<file path="config.mk">
export PLATFORM = sky130hd
export DESIGN_NAME = utf8_validating_truncator_core
export DESIGN_NICKNAME = d
export VERILOG_FILES = /design/src/design/utf8vt_pkg.sv /design/src/design/utf8vt_front.sv /design/src/design/utf8vt_queue.sv /design/src/design/utf8vt_back.sv /design/src/design/utf8_validating_truncator_core.sv
export SDC_FILE = /design/constraint.sdc
export NUM_CORES = 1
export LEC_CHECK = 0
export BUFFER_PORTS_ARGS = -buffer_cell sky130_fd_sc_hd__buf_2
export CAP_MARGIN = 15
export CORE_MARGIN = 3
export CORE_UTILIZATION = 35
export DETAILED_ROUTE_END_ITERATION = 7
export GPL_TIMING_DRIVEN = 0
export SLEW_MARGIN = 10
export SYNTH_ARGS = -nofsm -noshare
export SYNTH_HDL_FRONTEND = slang
export SYNTH_HIERARCHICAL = 1
export SYNTH_SLANG_ARGS = --single-unit
</file>
<file path="constraint.sdc">
create_clock -name clk -period 11.7 [get_ports clk]
set_input_delay 0 -clock clk [delete_from_list [all_inputs] [get_ports clk]]
set_output_delay 0 -clock clk [all_outputs]
set_load 0.02 [all_outputs]
</file>
<file path="src/design/utf8vt_pkg.sv">
`default_nettype none

package utf8vt_pkg;

	// Reset value of the byte limit.
	localparam logic [15:0] MAX_BYTES_RESET = 16'd123;

	// Default depth of the queue between the checking and emitting parts.
	localparam int QUEUE_DEPTH_DEFAULT = 4;

	// Stop cause codes carried on end items.
	localparam logic [1:0] CAUSE_KEPT    = 2'd0;
	localparam logic [1:0] CAUSE_INVALID = 2'd1;
	localparam logic [1:0] CAUSE_LIMIT   = 2'd2;

	// One input item: a byte of the text and its end mark.
	typedef struct packed {
		logic [7:0] data_byte;
		logic       last_in;
	} utf8vt_in_t;

	// One result item.
	typedef struct packed {
		logic [7:0] out_byte;
		logic       has_byte;
		logic       end_of_output;
		logic [1:0] stop_cause;
	} utf8vt_out_t;

	// Everything one accepted item causes: up to four bytes, then an optional end item.
	typedef struct packed {
		logic [3:0][7:0] bytes;
		logic [2:0]      nbytes;
		logic            has_end;
		logic [1:0]      cause;
	} utf8vt_action_t;

	// Expected sequence length for a lead byte, zero if it cannot start a sequence.
	function automatic logic [2:0] lead_length(input logic [7:0] b);
		logic [2:0] len;
		len = 3'd0;
		if (b <= 8'h7F) begin
			len = 3'd1;
		end else if (b >= 8'hC2 && b <= 8'hDF) begin
			len = 3'd2;
		end else if (b >= 8'hE0 && b <= 8'hEF) begin
			len = 3'd3;
		end else if (b >= 8'hF0 && b <= 8'hF4) begin
			len = 3'd4;
		end
		return len;
	endfunction

	// Checks a continuation byte; the second byte has narrower ranges after some leads.
	function automatic logic follower_ok(input logic [7:0] lead, input logic [1:0] pos,
			input logic [7:0] b);
		logic [7:0] lo;
		logic [7:0] hi;
		lo = 8'h80;
		hi = 8'hBF;
		if (pos == 2'd1) begin
			if (lead == 8'hE0) begin
				lo = 8'hA0;
			end else if (lead == 8'hED) begin
				hi = 8'h9F;
			end else if (lead == 8'hF0) begin
				lo = 8'h90;
			end else if (lead == 8'hF4) begin
				hi = 8'h8F;
			end
		end
		return ((b & 8'hC0) == 8'h80) && (b >= lo) && (b <= hi);
	endfunction

endpackage

`default_nettype wire

</file>
<file path="src/design/utf8vt_front.sv">
`default_nettype none

module utf8vt_front (
	input  wire logic                     clk,
	input  wire logic                     arst_n,
	input  wire utf8vt_pkg::utf8vt_in_t   item,
	input  wire logic                     push,
	input  wire logic                     cfg_wr_en,
	input  wire logic [15:0]              cfg_wr_data,
	input  wire logic                     q_full,
	output utf8vt_pkg::utf8vt_action_t    act,
	output logic                          act_push
);

	logic        accept;
	logic        stopped_q;
	logic [1:0]  pcnt_q;
	logic [2:0]  slen_q;
	logic [15:0] emit_q;
	logic [15:0] max_bytes_q;
	logic [7:0]  pend_q [3];

	logic [2:0]  lead_len;
	logic [2:0]  len_eff;
	logic        bad;
	logic [16:0] sum;

	logic        n_stopped;
	logic [1:0]  n_pcnt;
	logic [2:0]  n_slen;
	logic [15:0] n_emit;
	logic        store_pend;

	assign accept = push && !q_full;

	// Classification of the incoming byte against the held sequence.
	assign lead_len = utf8vt_pkg::lead_length(item.data_byte);
	assign len_eff  = (pcnt_q == 2'd0) ? lead_len : slen_q;
	assign bad      = (pcnt_q == 2'd0) ? (lead_len == 3'd0)
			: !utf8vt_pkg::follower_ok(pend_q[0], pcnt_q, item.data_byte);
	assign sum      = {1'b0, emit_q} + {14'd0, len_eff};

	// Next state and the action that the byte causes.
	always_comb begin
		n_stopped   = stopped_q;
		n_pcnt      = pcnt_q;
		n_slen      = slen_q;
		n_emit      = emit_q;
		store_pend  = 1'b0;
		act.bytes   = {item.data_byte, pend_q[2], pend_q[1], pend_q[0]};
		act.bytes[pcnt_q] = item.data_byte;
		act.nbytes  = 3'd0;
		act.has_end = 1'b0;
		act.cause   = utf8vt_pkg::CAUSE_KEPT;
		if (stopped_q) begin
			// Bytes are dropped until the end of the text.
		end else if (bad) begin
			act.has_end = 1'b1;
			act.cause   = utf8vt_pkg::CAUSE_INVALID;
			n_stopped   = 1'b1;
		end else if ({1'b0, pcnt_q} + 3'd1 < len_eff) begin
			// Sequence still unfinished: hold the byte.
			store_pend = 1'b1;
			n_pcnt     = pcnt_q + 2'd1;
			n_slen     = len_eff;
			if (item.last_in) begin
				act.has_end = 1'b1;
				act.cause   = utf8vt_pkg::CAUSE_INVALID;
			end
		end else if (sum > {1'b0, max_bytes_q}) begin
			act.has_end = 1'b1;
			act.cause   = utf8vt_pkg::CAUSE_LIMIT;
			n_stopped   = 1'b1;
			n_slen      = len_eff;
		end else begin
			// Complete sequence that fits: emit it whole.
			act.nbytes = {1'b0, pcnt_q} + 3'd1;
			n_emit     = sum[15:0];
			n_pcnt     = 2'd0;
			n_slen     = 3'd0;
			if (item.last_in) begin
				act.has_end = 1'b1;
				act.cause   = utf8vt_pkg::CAUSE_KEPT;
			end
		end
		// The last byte always re-arms for the next text.
		if (item.last_in) begin
			n_stopped = 1'b0;
			n_pcnt    = 2'd0;
			n_slen    = 3'd0;
			n_emit    = 16'd0;
		end
	end

	assign act_push = accept && (act.has_end || (act.nbytes != 3'd0));

	// Per-text state and the limit register.
	always_ff @(posedge clk or negedge arst_n) begin
		if (!arst_n) begin
			stopped_q   <= 1'b0;
			pcnt_q      <= 2'd0;
			slen_q      <= 3'd0;
			emit_q      <= 16'd0;
			max_bytes_q <= utf8vt_pkg::MAX_BYTES_RESET;
		end else begin
			if (accept) begin
				stopped_q <= n_stopped;
				pcnt_q    <= n_pcnt;
				slen_q    <= n_slen;
				emit_q    <= n_emit;
			end
			if (cfg_wr_en) begin
				max_bytes_q <= cfg_wr_data;
			end
		end
	end

	// Held bytes of an unfinished sequence.
	always_ff @(posedge clk) begin
		if (accept && store_pend) begin
			pend_q[pcnt_q] <= item.data_byte;
		end
	end

endmodule

`default_nettype wire

</file>
<file path="src/design/utf8vt_queue.sv">
`default_nettype none

module utf8vt_queue #(
	parameter int DEPTH = utf8vt_pkg::QUEUE_DEPTH_DEFAULT
) (
	input  wire logic                        clk,
	input  wire logic                        arst_n,
	input  wire utf8vt_pkg::utf8vt_action_t  wr_act,
	input  wire logic                        wr_en,
	input  wire logic                        rd_en,
	output utf8vt_pkg::utf8vt_action_t       rd_act,
	output logic                             q_full,
	output logic                             q_empty
);

	localparam int AW = (DEPTH > 1) ? $clog2(DEPTH) : 1;
	localparam int CW = $clog2(DEPTH + 1);

	utf8vt_pkg::utf8vt_action_t slot_q [DEPTH];
	logic [AW-1:0] wr_ptr_q;
	logic [AW-1:0] rd_ptr_q;
	logic [CW-1:0] count_q;
	logic          do_wr;
	logic          do_rd;

	assign q_full  = (count_q == CW'(DEPTH));
	assign q_empty = (count_q == '0);
	assign do_wr   = wr_en && !q_full;
	assign do_rd   = rd_en && !q_empty;
	assign rd_act  = slot_q[rd_ptr_q];

	// Pointers and fill count.
	always_ff @(posedge clk or negedge arst_n) begin
		if (!arst_n) begin
			wr_ptr_q <= '0;
			rd_ptr_q <= '0;
			count_q  <= '0;
		end else begin
			if (do_wr) begin
				wr_ptr_q <= (wr_ptr_q == AW'(DEPTH - 1)) ? '0 : wr_ptr_q + 1'b1;
			end
			if (do_rd) begin
				rd_ptr_q <= (rd_ptr_q == AW'(DEPTH - 1)) ? '0 : rd_ptr_q + 1'b1;
			end
			if (do_wr && !do_rd) begin
				count_q <= count_q + 1'b1;
			end else if (do_rd && !do_wr) begin
				count_q <= count_q - 1'b1;
			end
		end
	end

	// Entry storage.
	always_ff @(posedge clk) begin
		if (do_wr) begin
			slot_q[wr_ptr_q] <= wr_act;
		end
	end

endmodule

`default_nettype wire

</file>
<file path="src/design/utf8vt_back.sv">
`default_nettype none

module utf8vt_back (
	input  wire logic                        clk,
	input  wire logic                        arst_n,
	input  wire utf8vt_pkg::utf8vt_action_t  q_act,
	input  wire logic                        q_empty,
	output logic                             q_pop,
	input  wire logic                        pop,
	output logic                             empty,
	output utf8vt_pkg::utf8vt_out_t          result
);

	utf8vt_pkg::utf8vt_action_t act_q;
	logic       act_valid_q;
	logic [2:0] idx_q;
	logic       is_byte;
	logic       last_of_act;
	logic       taken;

	// Current result item of the action being worked off.
	assign is_byte     = (idx_q < act_q.nbytes);
	assign last_of_act = is_byte ? ((idx_q + 3'd1 == act_q.nbytes) && !act_q.has_end) : 1'b1;
	assign empty       = !act_valid_q;
	assign taken       = pop && act_valid_q;
	assign q_pop       = !q_empty && (!act_valid_q || (taken && last_of_act));

	always_comb begin
		result.out_byte      = is_byte ? act_q.bytes[idx_q[1:0]] : 8'd0;
		result.has_byte      = is_byte;
		result.end_of_output = !is_byte;
		result.stop_cause    = is_byte ? utf8vt_pkg::CAUSE_KEPT : act_q.cause;
	end

	// Action register and the position within it.
	always_ff @(posedge clk or negedge arst_n) begin
		if (!arst_n) begin
			act_valid_q <= 1'b0;
			idx_q       <= 3'd0;
		end else begin
			if (q_pop) begin
				act_valid_q <= 1'b1;
				idx_q       <= 3'd0;
			end else if (taken) begin
				if (last_of_act) begin
					act_valid_q <= 1'b0;
				end else begin
					idx_q <= idx_q + 3'd1;
				end
			end
		end
	end

	always_ff @(posedge clk) begin
		if (q_pop) begin
			act_q <= q_act;
		end
	end

endmodule

`default_nettype wire

</file>
<file path="src/design/utf8_validating_truncator_core.sv">
`default_nettype none

// UTF-8 validating truncator. The text enters one byte per item on a queue-like
// port (push/full) and each byte is checked for well-formed UTF-8 as it arrives,
// one byte per cycle; complete sequences that fit within the max_bytes limit
// leave whole, one byte per result item on the pop/empty side, and a cut or the
// end of the text gives an end item with a cause code. An input item is checked
// as it is accepted, and its results leave the output one item at a time, so a
// byte that completes a four-byte sequence on the last byte gives five result
// items. A queue of QUEUE_DEPTH actions between the checker and the emitter
// absorbs such bursts; input stalls only when that queue is full. The first
// result of an item passes the action queue and then the action register of the
// emitting side before it is on the output.
// max_bytes is written through cfg_wr_en/cfg_wr_data and resets to 123.
module utf8_validating_truncator_core #(
	parameter int QUEUE_DEPTH = utf8vt_pkg::QUEUE_DEPTH_DEFAULT
) (
	input  wire logic                     clk,
	input  wire logic                     arst_n,
	input  wire utf8vt_pkg::utf8vt_in_t   item,
	input  wire logic                     push,
	output logic                          full,
	output utf8vt_pkg::utf8vt_out_t       result,
	output logic                          empty,
	input  wire logic                     pop,
	input  wire logic                     cfg_wr_en,
	input  wire logic [15:0]              cfg_wr_data
);

	utf8vt_pkg::utf8vt_action_t front_act;
	utf8vt_pkg::utf8vt_action_t head_act;
	logic front_push;
	logic q_full;
	logic q_empty;
	logic q_pop;

	assign full = q_full;

	// Checking side.
	utf8vt_front u_front (
		.clk        (clk),
		.arst_n     (arst_n),
		.item       (item),
		.push       (push),
		.cfg_wr_en  (cfg_wr_en),
		.cfg_wr_data(cfg_wr_data),
		.q_full     (q_full),
		.act        (front_act),
		.act_push   (front_push)
	);

	// Action queue.
	utf8vt_queue #(
		.DEPTH(QUEUE_DEPTH)
	) u_queue (
		.clk    (clk),
		.arst_n (arst_n),
		.wr_act (front_act),
		.wr_en  (front_push),
		.rd_en  (q_pop),
		.rd_act (head_act),
		.q_full (q_full),
		.q_empty(q_empty)
	);

	// Emitting side.
	utf8vt_back u_back (
		.clk    (clk),
		.arst_n (arst_n),
		.q_act  (head_act),
		.q_empty(q_empty),
		.q_pop  (q_pop),
		.pop    (pop),
		.empty  (empty),
		.result (result)
	);

endmodule

`default_nettype wire

</file>
---- Word level (Yosys, flattened, before mapping) ----
Memories as Yosys holds them, arrays and structs flattened. A register that Yosys moved wholly into a read port is not among the register bits.
Cells that the tools add are included.
storage, ports and cells
  input bits .............................. 30
  memories ................................ 2
  RAM bits ................................ 176
  output and inout port bits .............. 14
  register bits ........................... 49
  word-level logic and storage cells ...... 159
operators by class
  mux-type cells .......................... 69
  reductions and logical operators ........ 39
  order comparisons ....................... 15
  add/sub/neg operators ................... 8
  equality and inequality tests ........... 16
memories
  name            words  width  read ports  clocked after memory_dff  wr ports  line                text
  u_queue.slot_q  4      38     1           1                         1         utf8vt_queue.sv:19  utf8vt_pkg::utf8vt_action_t slot_q [DEPTH];
  u_front.pend_q  3      8      3           0                         1         utf8vt_front.sv:21  logic [7:0] pend_q [3];
operators with widths
  operator             number
  $mux 16              5
  $mux 8               10
  $mux 3               23
  $bwmux 32            1
  $eq 8x8->1 const B   4
  $ge 8x8->1 const B   3
  $le 8x8->1 const B   3
  $add 16x3->17        1
  $gt 17x16->1         1
  $logic_and 1x1->1    17
  $mux 1               17
  $bmux 8 s2           1
  $demux 8 s2          1
  $mux 2               8
  $mux 6               2
  $ne 2x2->1 const B   5
  $ge 8x8->1           1
  $le 8x7->1 const B   1
  $le 8x8->1           1
  $logic_not 1->1      8
  $add 2x1->2 const B  3
  $add 3x1->3 const B  2
  $eq 2x2->1 const B   3
  $logic_not 3->1      2
  18 further kinds     24

---- Depth between registers and ports, before layout ----
Gate-level depths: netlist of run 1.
  depth after elaboration ................. 21
  gate-level depth with buffers ........... 28
  gate-level depth less buffers ........... 27

---- Cells and area by module ----
The synthesis of run 1 kept the hierarchy.
modules (own cells, without submodules)
  module        times used  sequential area each (µm²)  area each (µm²)  cells each
  utf8vt_queue  1           4,739.5                     5,947.0          236
  utf8vt_front  1           1,679.1                     3,910.0          388
  utf8vt_back   1           1,241.2                     1,779.2          98

---- Worst setup path after synthesis of run 1 ----
OpenSTA, ideal clock, no wires.
  kind .................................... reg-to-reg
  from .................................... register u_front.pcnt_q[0]
  to ...................................... memory u_queue/slot_q[3][0] (netlist name) (enable)
  stages on the path, launching flop included .. 23
  arrival time ............................ 6.008 ns
  library setup time ...................... 0.433 ns
  clock period less this slack ............ 6.441 ns
  required time ........................... 11.267 ns
  slack ................................... 5.259 ns
  path through ............................ dfrtp_1 > inv_1 > ha_1 > buf_2 > nand3_1 > a211o_1 > o21ai_0 > ha_1 > a21o_1 > a21oi_1 > nor3b_1 > nand3_1 > nor2_1 > xor2_1 > ha_1 > nand4_1 > or2_2 > o221ai_1 > a21oi_1 > a31o_2 > a211oi_1 > nand2_1 > nor2_1
between the ends
  longest elaborated chain between the ends .. 15
ends and longest elaborated chain
  element                                                                line                                  text
  start, declared                                                        utf8vt_front.sv:17                    logic [1:0] pcnt_q;
  start signal, assigned                                                 utf8vt_front.sv:108                   pcnt_q <= n_pcnt;
  parallel branches: the longest is 8 deep, another holds $add 16x3->17  n/a
  $mux 6 (*)                                                             utf8vt_front.sv:55                    if (stopped_q) begin
  $reduce_bool 3->1                                                      utf8vt_front.sv:95                    assign act_push = accept && (act.has_end || (act.nbytes != 3'd0));
  $logic_or 1x1->1 (*)                                                   utf8vt_front.sv:95
  $logic_and 1x1->1 (*)                                                  utf8vt_front.sv:95
  net front_push                                                         utf8_validating_truncator_core.sv:32  logic front_push;
  $logic_and 1x1->1 (*)                                                  utf8vt_queue.sv:28                    assign do_wr = wr_en && !q_full;
  $mux 1 (*)                                                             utf8vt_queue.sv:55                    if (do_wr) begin
  $mux 1 (implied by the code) (*)                                       utf8vt_queue.sv:56                    slot_q[wr_ptr_q] <= wr_act;
  end, declared                                                          utf8vt_queue.sv:19
Mark *: on every way through the listed nets, which the timed path passes.

---- Worst setup path after layout of run 1 ----
  from .................................... register u_front.pcnt_q[0]
  to ...................................... register u_queue.count_q[2]
between the ends
  longest elaborated chain between the ends .. 16
ends and longest elaborated chain
  element                                                                line                                  text
  parallel branches: the longest is 8 deep, another holds $add 16x3->17  n/a
  $mux 6 (*)                                                             utf8vt_front.sv:55
  $reduce_bool 3->1                                                      utf8vt_front.sv:95
  $logic_or 1x1->1 (*)                                                   utf8vt_front.sv:95
  $logic_and 1x1->1 (*)                                                  utf8vt_front.sv:95
  net front_push                                                         utf8_validating_truncator_core.sv:32
  $logic_and 1x1->1 (*)                                                  utf8vt_queue.sv:28
  net u_queue.do_wr                                                      utf8vt_queue.sv:23                    logic do_wr;
  $logic_not 1->1                                                        utf8vt_queue.sv:47                    end else if (do_rd && !do_wr) begin
  $logic_and 1x1->1                                                      utf8vt_queue.sv:47
  $reduce_bool 2->1 (no line)                                            n/a
  end signal, assigned                                                   utf8vt_queue.sv:46                    count_q <= count_q + 1'b1;
  end signal, assigned                                                   utf8vt_queue.sv:48                    count_q <= count_q - 1'b1;
  end, declared                                                          utf8vt_queue.sv:22                    logic [CW-1:0] count_q;
Marks and branches as above.
A chain may end at the register's enable or synchronous reset.

==> flow_summary.toml, run 1 <==
[clock_network]
clkTransAtPathRegs_ps = 60
root_buffer = "clkbuf_16"
cts_tree = "yes"
h-tree-depth = 1
clock-sinks = 263
clk_latency_ps = 530
cts_buffers = 28
clockBufferDepth = 3

[finish]
regArea_mm2 = 0.00766
multi_input_area_mm2 = 0.00363
design_area_mm2 = 0.0138
fillers = 2942
num-nets-final = 912
syn_to_final_growth_pct = 18.8
antenna_cells = 0
layout-drive-gt1-share_pct = 24.5

[yosys]
yosysUniqueCellTypes = 68
syn_avg_cell_area_um2 = 16.1
synth_nets = 793
ys_seq_area_share_pct = 65.8
async_flop_share_pct = 18.6
synthFlopType = "edfxtp_1"
syn-instance-count = 722
yosys_warnings = 6
yosys_register_bits = 263
synth_edf_count = 214
syn-cell-area_mm2 = 0.0116

[route]
vias = 6370
drt-initial-drc-count = 450
viasPerCell = 4.89
first_pass_iters = 4
finalWirelength_mm = 23.5
drc_errors = 0
wl_per_cell_um = 18.0
ant_nets = 0

[setup_path]
slowest_stage = "nor3b_1"
critPathKind = "reg -> reg"
cp-start-kind = "register"
worstPathRequired_ps = 12150
max_stage_delay_ps = 580
cp_max_fo = 9
worstPathArrival_ps = 7110
endpoint_kind = "register"
crit_path_frequent_cell = "ha_1"

[sta]
fmax_mhz = 150
rsz0062_at_grt = "false"
fin_ws_ps = 5050
drv_slew = 0
clock_skew_ps = 16.8
setup_viol = 0
maxSlewHeadroom_pct = 46.0
final.setup.tns_ps = 0
timing.final.crit_share_pct = 56.9
period_minus_slack_ps = 6650
hold_viol = 0
worst_slew_pin_slew_ps = 811

[die]
dieArea_mm2 = 0.0355
coreArea_mm2 = 0.0326
die_y_um = 188
ios = 44
die_x_um = 188
start_util_pct = 35.7
floorplan.rows = 66

[power]
power_uw = 3220
peakVddDrop_v = 0.000118
p_leak_uw = 0.00504
p_per_area_mw_per_mm2 = 233

[place]
io_buffer_count = 43
placed_area_mm2 = 0.0126
dp_slack_ps = 5030
dp_hpwl_mm = 15.6
routabilityCongestion = 0.774

[global_route]
grt_pass1_vias = 6727
grt.overflow.total = 0
grt.total_usage_pct = 13.4
grt_max_degree = 50
antenna_found_initial = 0
grt_pass1_wl_mm = 37.9

[outcome]
outcome = "finished clean"

[run]
max-cap-violations = 0

[min_path]
hold_path_class = "in -> reg"
-- cell type report --
| cell class | count | area share [%] |
|---|---|---|
| Sequential cell | 263 | 55.4 |
| Timing Repair Buffer | 89 | 5.28 |
| Clock buffer | 35 | 5.49 |
| Inverter | 37 | 1.01 |
| Tap cell | 442 | 4.00 |
| Buffer | 36 | 1.64 |
| Clock inverter | 15 | 0.860 |
| Multi-Input combinational cell | 386 | 26.3 |
-- sequential cells by signal (all words and copies together) (netlist names), 3 cells and up --
register	count
u_queue/slot_q	152
u_back/act_q	38
u_front/pend_q	24
u_front/emit_q	16
u_front/max_bytes_q	16
u_back/idx_q	3
u_front/slen_q	3
u_queue/count_q	3
-- where the power goes --
| group | switching [uW] | total [uW] | internal (uW) |
|---|---|---|---|
| registers | 75.6 | 1360 | 1290 |
| clock network | 345 | 844 | 499 |
| logic | 558 | 1010 | 453 |
-- cell usage after synthesis (2+ instances only) --
cell type | n | share of area, %
buf_4 | 13 | 0.84
nor3_1 | 11 | 0.47
dfrtp_1 | 43 | 9.2
and3b_1 | 3 | 0.23
a21bo_2 | 2 | 0.17
buf_2 | 4 | 0.17
clkbuf_1 | 13 | 0.42
xnor2_1 | 9 | 0.68
a21o_1 | 5 | 0.32
and4_1 | 3 | 0.23
a32oi_1 | 4 | 0.30
nand4_1 | 8 | 0.43
buf_6 | 5 | 0.48
xor2_1 | 8 | 0.60
a32o_1 | 9 | 0.77
nand2b_1 | 4 | 0.22
a22o_1 | 2 | 0.15
mux2_4 | 2 | 0.26
o211ai_1 | 2 | 0.13
o21ai_0 | 27 | 1.2
edfxtp_1 | 214 | 55
mux2i_1 | 5 | 0.43
a31o_2 | 2 | 0.15
nor2_1 | 28 | 0.90
a211oi_1 | 3 | 0.19
inv_1 | 36 | 1.2
a21oi_1 | 12 | 0.52
nor4_1 | 2 | 0.11
and2_1 | 24 | 1.3
dfstp_2 | 6 | 1.4
mux2_2 | 25 | 2.4
nor3b_1 | 3 | 0.19
nor2b_1 | 6 | 0.32
fa_1 | 2 | 0.34
or2_2 | 2 | 0.11
a31oi_1 | 3 | 0.16
nand3_1 | 13 | 0.56
nand2_1 | 43 | 1.4
mux4_2 | 46 | 8.9
ha_1 | 39 | 4.2
o22a_1 | 2 | 0.15
a211o_1 | 3 | 0.23
-- cells by family after synthesis --
kind of cell               synth area share [%]
AOI/OAI and AO/OA                          5.76
xor gates and xnor gates                   1.62
adders and majority gates                  4.54
buffers and inverters                      3.14
DFF                                        65.8
muxes                                      12.1
and+or+nand+nor                            7.00
-- layer usage --
metal / vias up / GRT usage (%) / routed length (um)
li1: 3011 / - / -
met1: 3254 / 18.7 / 10800
met2: 88 / 22.8 / 11600
met3: 17 / 1.80 / 825
met4: 0 / 2.66 / 229
met5: - / 0 / 0
-- critical path: cells and delay by family (launching register included) --
family	cells	cell delay [ps]
compound gates	8	2000
xor+xnor	3	410
fa+ha+maj	5	1310
buf+inv	3	400
flops	1	440
simple gates	8	2010
-- cell usage in the layout, fill, tap and decap left out, types with 6 or more instances in the layout --
cell | Yosys | final
nand4_1 | 8 | 8
nor3_1 | 11 | 11
nor2_1 | 28 | 27
dlygate4sd3_1 | 0 | 39
inv_1 | 36 | 36
nand2_1 | 43 | 43
o21ai_0 | 27 | 27
buf_4 | 13 | 14
nor2b_1 | 6 | 6
xor2_1 | 8 | 8
buf_2 | 4 | 46
clkbuf_16 | 0 | 29
xnor2_1 | 9 | 9
a32o_1 | 9 | 9
dfrtp_1 | 43 | 43
buf_6 | 5 | 6
nand3_1 | 13 | 13
dfstp_2 | 6 | 6
clkbuf_1 | 13 | 18
mux2_2 | 25 | 25
clkinv_1 | 0 | 7
mux4_2 | 46 | 46
a21oi_1 | 12 | 12
and2_1 | 24 | 21
ha_1 | 39 | 39
edfxtp_1 | 214 | 214
-- timing repair --
action / 4_1_cts / 5_1_grt
setup buffers: 0 / 0
hold endpoints to repair: 135 / 0
hold buffers: 39 / 0
gates resized for setup: 0 / 0
-- per-stage QoR --
step	util, %	hold WS (ps)	instances
2_1_floorplan	-	-296	722
3_3_place_gp	38.0	207	1207
3_5_place_dp	38.5	108	1214
4_1_cts	42.4	1.98	1303
5_1_grt	42.4	22.5	1303
6_report	42.4	11.9	1303
-- final timing paths --
path                                        start                      to  slack, ps  cells after the start
hold / removal                          cfg_wr_en  u_front/max_bytes_q[6]         10                      3
hold reg to reg            u_front/max_bytes_q[5]  u_front/max_bytes_q[5]        510                      2
max in group asynchronous                  arst_n         u_back/idx_q[0]      11160                      2
setup / recovery                u_front/pcnt_q[0]      u_queue/count_q[2]       5050                     27
min in group asynchronous                  arst_n      u_front/emit_q[11]         70                      2
setup reg to reg                u_front/pcnt_q[0]      u_queue/count_q[2]       5050                     27
No activity file was read; power rests on OpenSTA's default activity.
==> inputs of run 2 (changes only) <==
==> constraint.sdc (replaced) <==
create_clock -name clk -period 5.45 [get_ports clk]
set_input_delay 0 -clock clk [delete_from_list [all_inputs] [get_ports clk]]
set_output_delay 0 -clock clk [all_outputs]
set_load 0.02 [all_outputs]
==> run 2 against run 1 <==
  * Wire length is 0.27% lower
  * Worst setup slack got worse by 4800 ps
  * Sequential share of layout area fell by 1.2 points
  * Total power increased by 110%
  * Hold slack gained 5.5 ps
  * Core utilization rose by 0.95 points
  * Largest power group unchanged
==> flow_summary.toml, run 2 (synthesis gave the netlist of run 1 again) <==
[die]
die_x_um = 188
coreArea_mm2 = 0.0326
die_y_um = 188
dieArea_mm2 = 0.0355
start_util_pct = 35.7
ios = 44
floorplan.rows = 66

[route]
vias = 6450
drt-initial-drc-count = 385
viasPerCell = 4.88
dr_wl_met2_mm = 11.6
wl_per_cell_um = 17.7
finalWirelength_mm = 23.4
wl_met3_um = 876
wl_met1_mm = 10.5
drc_errors = 0
top_layer_used = "met4"
first_pass_iters = 5
ant_nets = 0

[min_path]
hp-start = "cfg_wr_en"
hold_path_class = "in -> reg"
hold_path_depth = 4
holdPathEnd = "u_front/max_bytes_q[3]"

[sta]
drv_slew = 0
worst_slew_pin_slew_ps = 864
period_minus_slack_ps = 5230
timing.hold.ws_ps = 17.5
timing.final.crit_share_pct = 96.0
fmax_mhz = 191
maxSlewHeadroom_pct = 42.4
clock_skew_ps = 13.9
hold_viol = 0
setup_viol = 0
rsz0062_at_grt = "true"

[place]
io_buffer_count = 43
dp_hpwl_mm = 14.8
routabilityCongestion = 0.750
placed_area_mm2 = 0.0125

[setup_path]
cp_max_fo = 20
worstPathRequired_ps = 5690
worstPathArrival_ps = 5480
r2r_cells = 23
cp-start-kind = "register"
worstReg2RegStart = "u_front/pcnt_q[0]"
endpoint_kind = "register"
critPathKind = "reg -> reg"
reg2reg_to = "u_queue/slot_q[3][7]"
ff2ff_setup_slack_ps = 220

[clock_network]
root_buffer = "clkbuf_16"
h-tree-depth = 1
clock-sinks = 263
cts_buffers = 28
cts_tree = "yes"
clkTransAtPathRegs_ps = 60
clockBufferDepth = 3
clk_latency_ps = 550

[global_route]
antenna_found_initial = 1
grt_pass1_vias = 6588
grt.overflow.total = 0
grt.total_usage_pct = 13.3
grt_pass1_wl_mm = 37.1
grt_max_degree = 39

[finish]
final_common_cell = "edfxtp_1"
top_regs = "u_queue/slot_q (152), u_back/act_q (38), u_front/pend_q (24)"
num-nets-final = 933
fillers = 2896
mostFrequentLayoutCells = "edfxtp_1, buf_2, mux4_2, dfrtp_1, dlygate4sd3_1"
layout-drive-gt1-share_pct = 28.9
design_area_mm2 = 0.0141
syn_to_final_growth_pct = 21.4
top_register = "u_queue/slot_q"
multi_input_area_mm2 = 0.00381
largest_reg_flops = 152
regArea_mm2 = 0.00766

[power]
p_leak_uw = 0.00519
power.internal_uw = 4780
p_per_area_mw_per_mm2 = 489
peakVddDrop_v = 0.000255
seq_power_share_pct = 42.4
swShare_pct = 30.8
power_switching_uw = 2130
power_frac_clock_pct = 25.1
combPwrFrac_pct = 32.5

[run]
max-cap-violations = 0

[outcome]
outcome = "finished clean"
run 2: cell count changes in the layout (fill, tap and decap cells not counted), sizes merged:
| cell | previous run | this run |
|---|---|---|
| buf | 73 | 92 |
| dlygate4sd3 | 39 | 41 |
| bufinv | 2 | 1 |
| clkbuf | 48 | 49 |
| clkinv | 12 | 11 |
| clkinvlp | 1 | 0 |
| diode | 0 | 1 |
run 2: power by group through the flow:
stage | combinational (uW) | sequential (uW) | clock [uW]
floorplan | 1530 | 2920 | 0
global placement | 2080 | 2980 | 0
CTS | 2250 | 2930 | 1780
global route | 2460 | 2980 | 1870
detailed placement | 2190 | 2980 | 0
finish | 2250 | 2930 | 1740
run 2: how the worst max path moves through the flow:
stage	startpoint	to	slack, ps	cells after the start
floorplan	u_front/pcnt_q[0]	u_queue/count_q[2]	100	27
global placement	u_front/pcnt_q[0]	u_queue/slot_q[0][33]	-1020	20
detailed placement	u_front/pcnt_q[0]	u_queue/slot_q[1][33]	-1080	20
CTS	u_front/pcnt_q[0]	u_queue/count_q[2]	10	27
global route	u_front/pcnt_q[0]	u_queue/count_q[2]	-90	27
finish	u_front/pcnt_q[0]	u_queue/slot_q[3][7]	220	23
run 2: timing repair:
item,CTS,global route
setup endpoints to repair,157,154
pin swaps,6,23
hold endpoints to repair,173,0
buffers inserted,8,13
hold buffers,41,0
resized for setup,19,24
run 2: metal layers:
layer | vias to the layer above | track usage, %
li1 | 3049 | -
met1 | 3271 | 18.1
met2 | 99 | 22.9
met3 | 31 | 1.95
met4 | 0 | 2.69
met5 | - | 0
run 2: final cells by class:
class / instances / share of cell area [%]
Antenna cell: 1 / 0.0177
Clock buffer: 36 / 5.17
Inverter: 37 / 1.00
Buffer: 36 / 1.65
Sequential cell: 263 / 54.2
Timing Repair Buffer: 110 / 6.29
Clock inverter: 12 / 0.735
Tap cell: 442 / 3.91
Multi-Input combinational cell: 386 / 27.0
run 2: worst max-delay path: stages (launching register included):
cell      delay [ps]
dfrtp_2          450
inv_4             90
ha_4             130
buf_6            130
nand3_4           90
a211o_1          280
o21ai_4          100
ha_4             230
a21o_1           200
a21oi_4          210
nor3b_4           80
buf_4            150
xnor2_1          140
ha_1             310
nand4_1          150
nor3_2           220
a211oi_2          80
o221ai_4         240
a21oi_4          100
a31o_2           260
a211oi_2         260
nand2_1          130
nor2_4           640
buf_16           250
run 2: per-stage QoR:
stage,util (%),power (uW),setup TNS [ps],setup WS (ps),std cells
detailed placement,38.5,5160,-146640,-1080,1212
global route,43.3,7310,-6100,-92.4,1323
global placement,38.1,5060,-151170,-1020,1207
floorplan,-,4450,0,96.1,722
finish,43.3,6910,0,217,1323
CTS,42.7,6960,0,10.6,1309
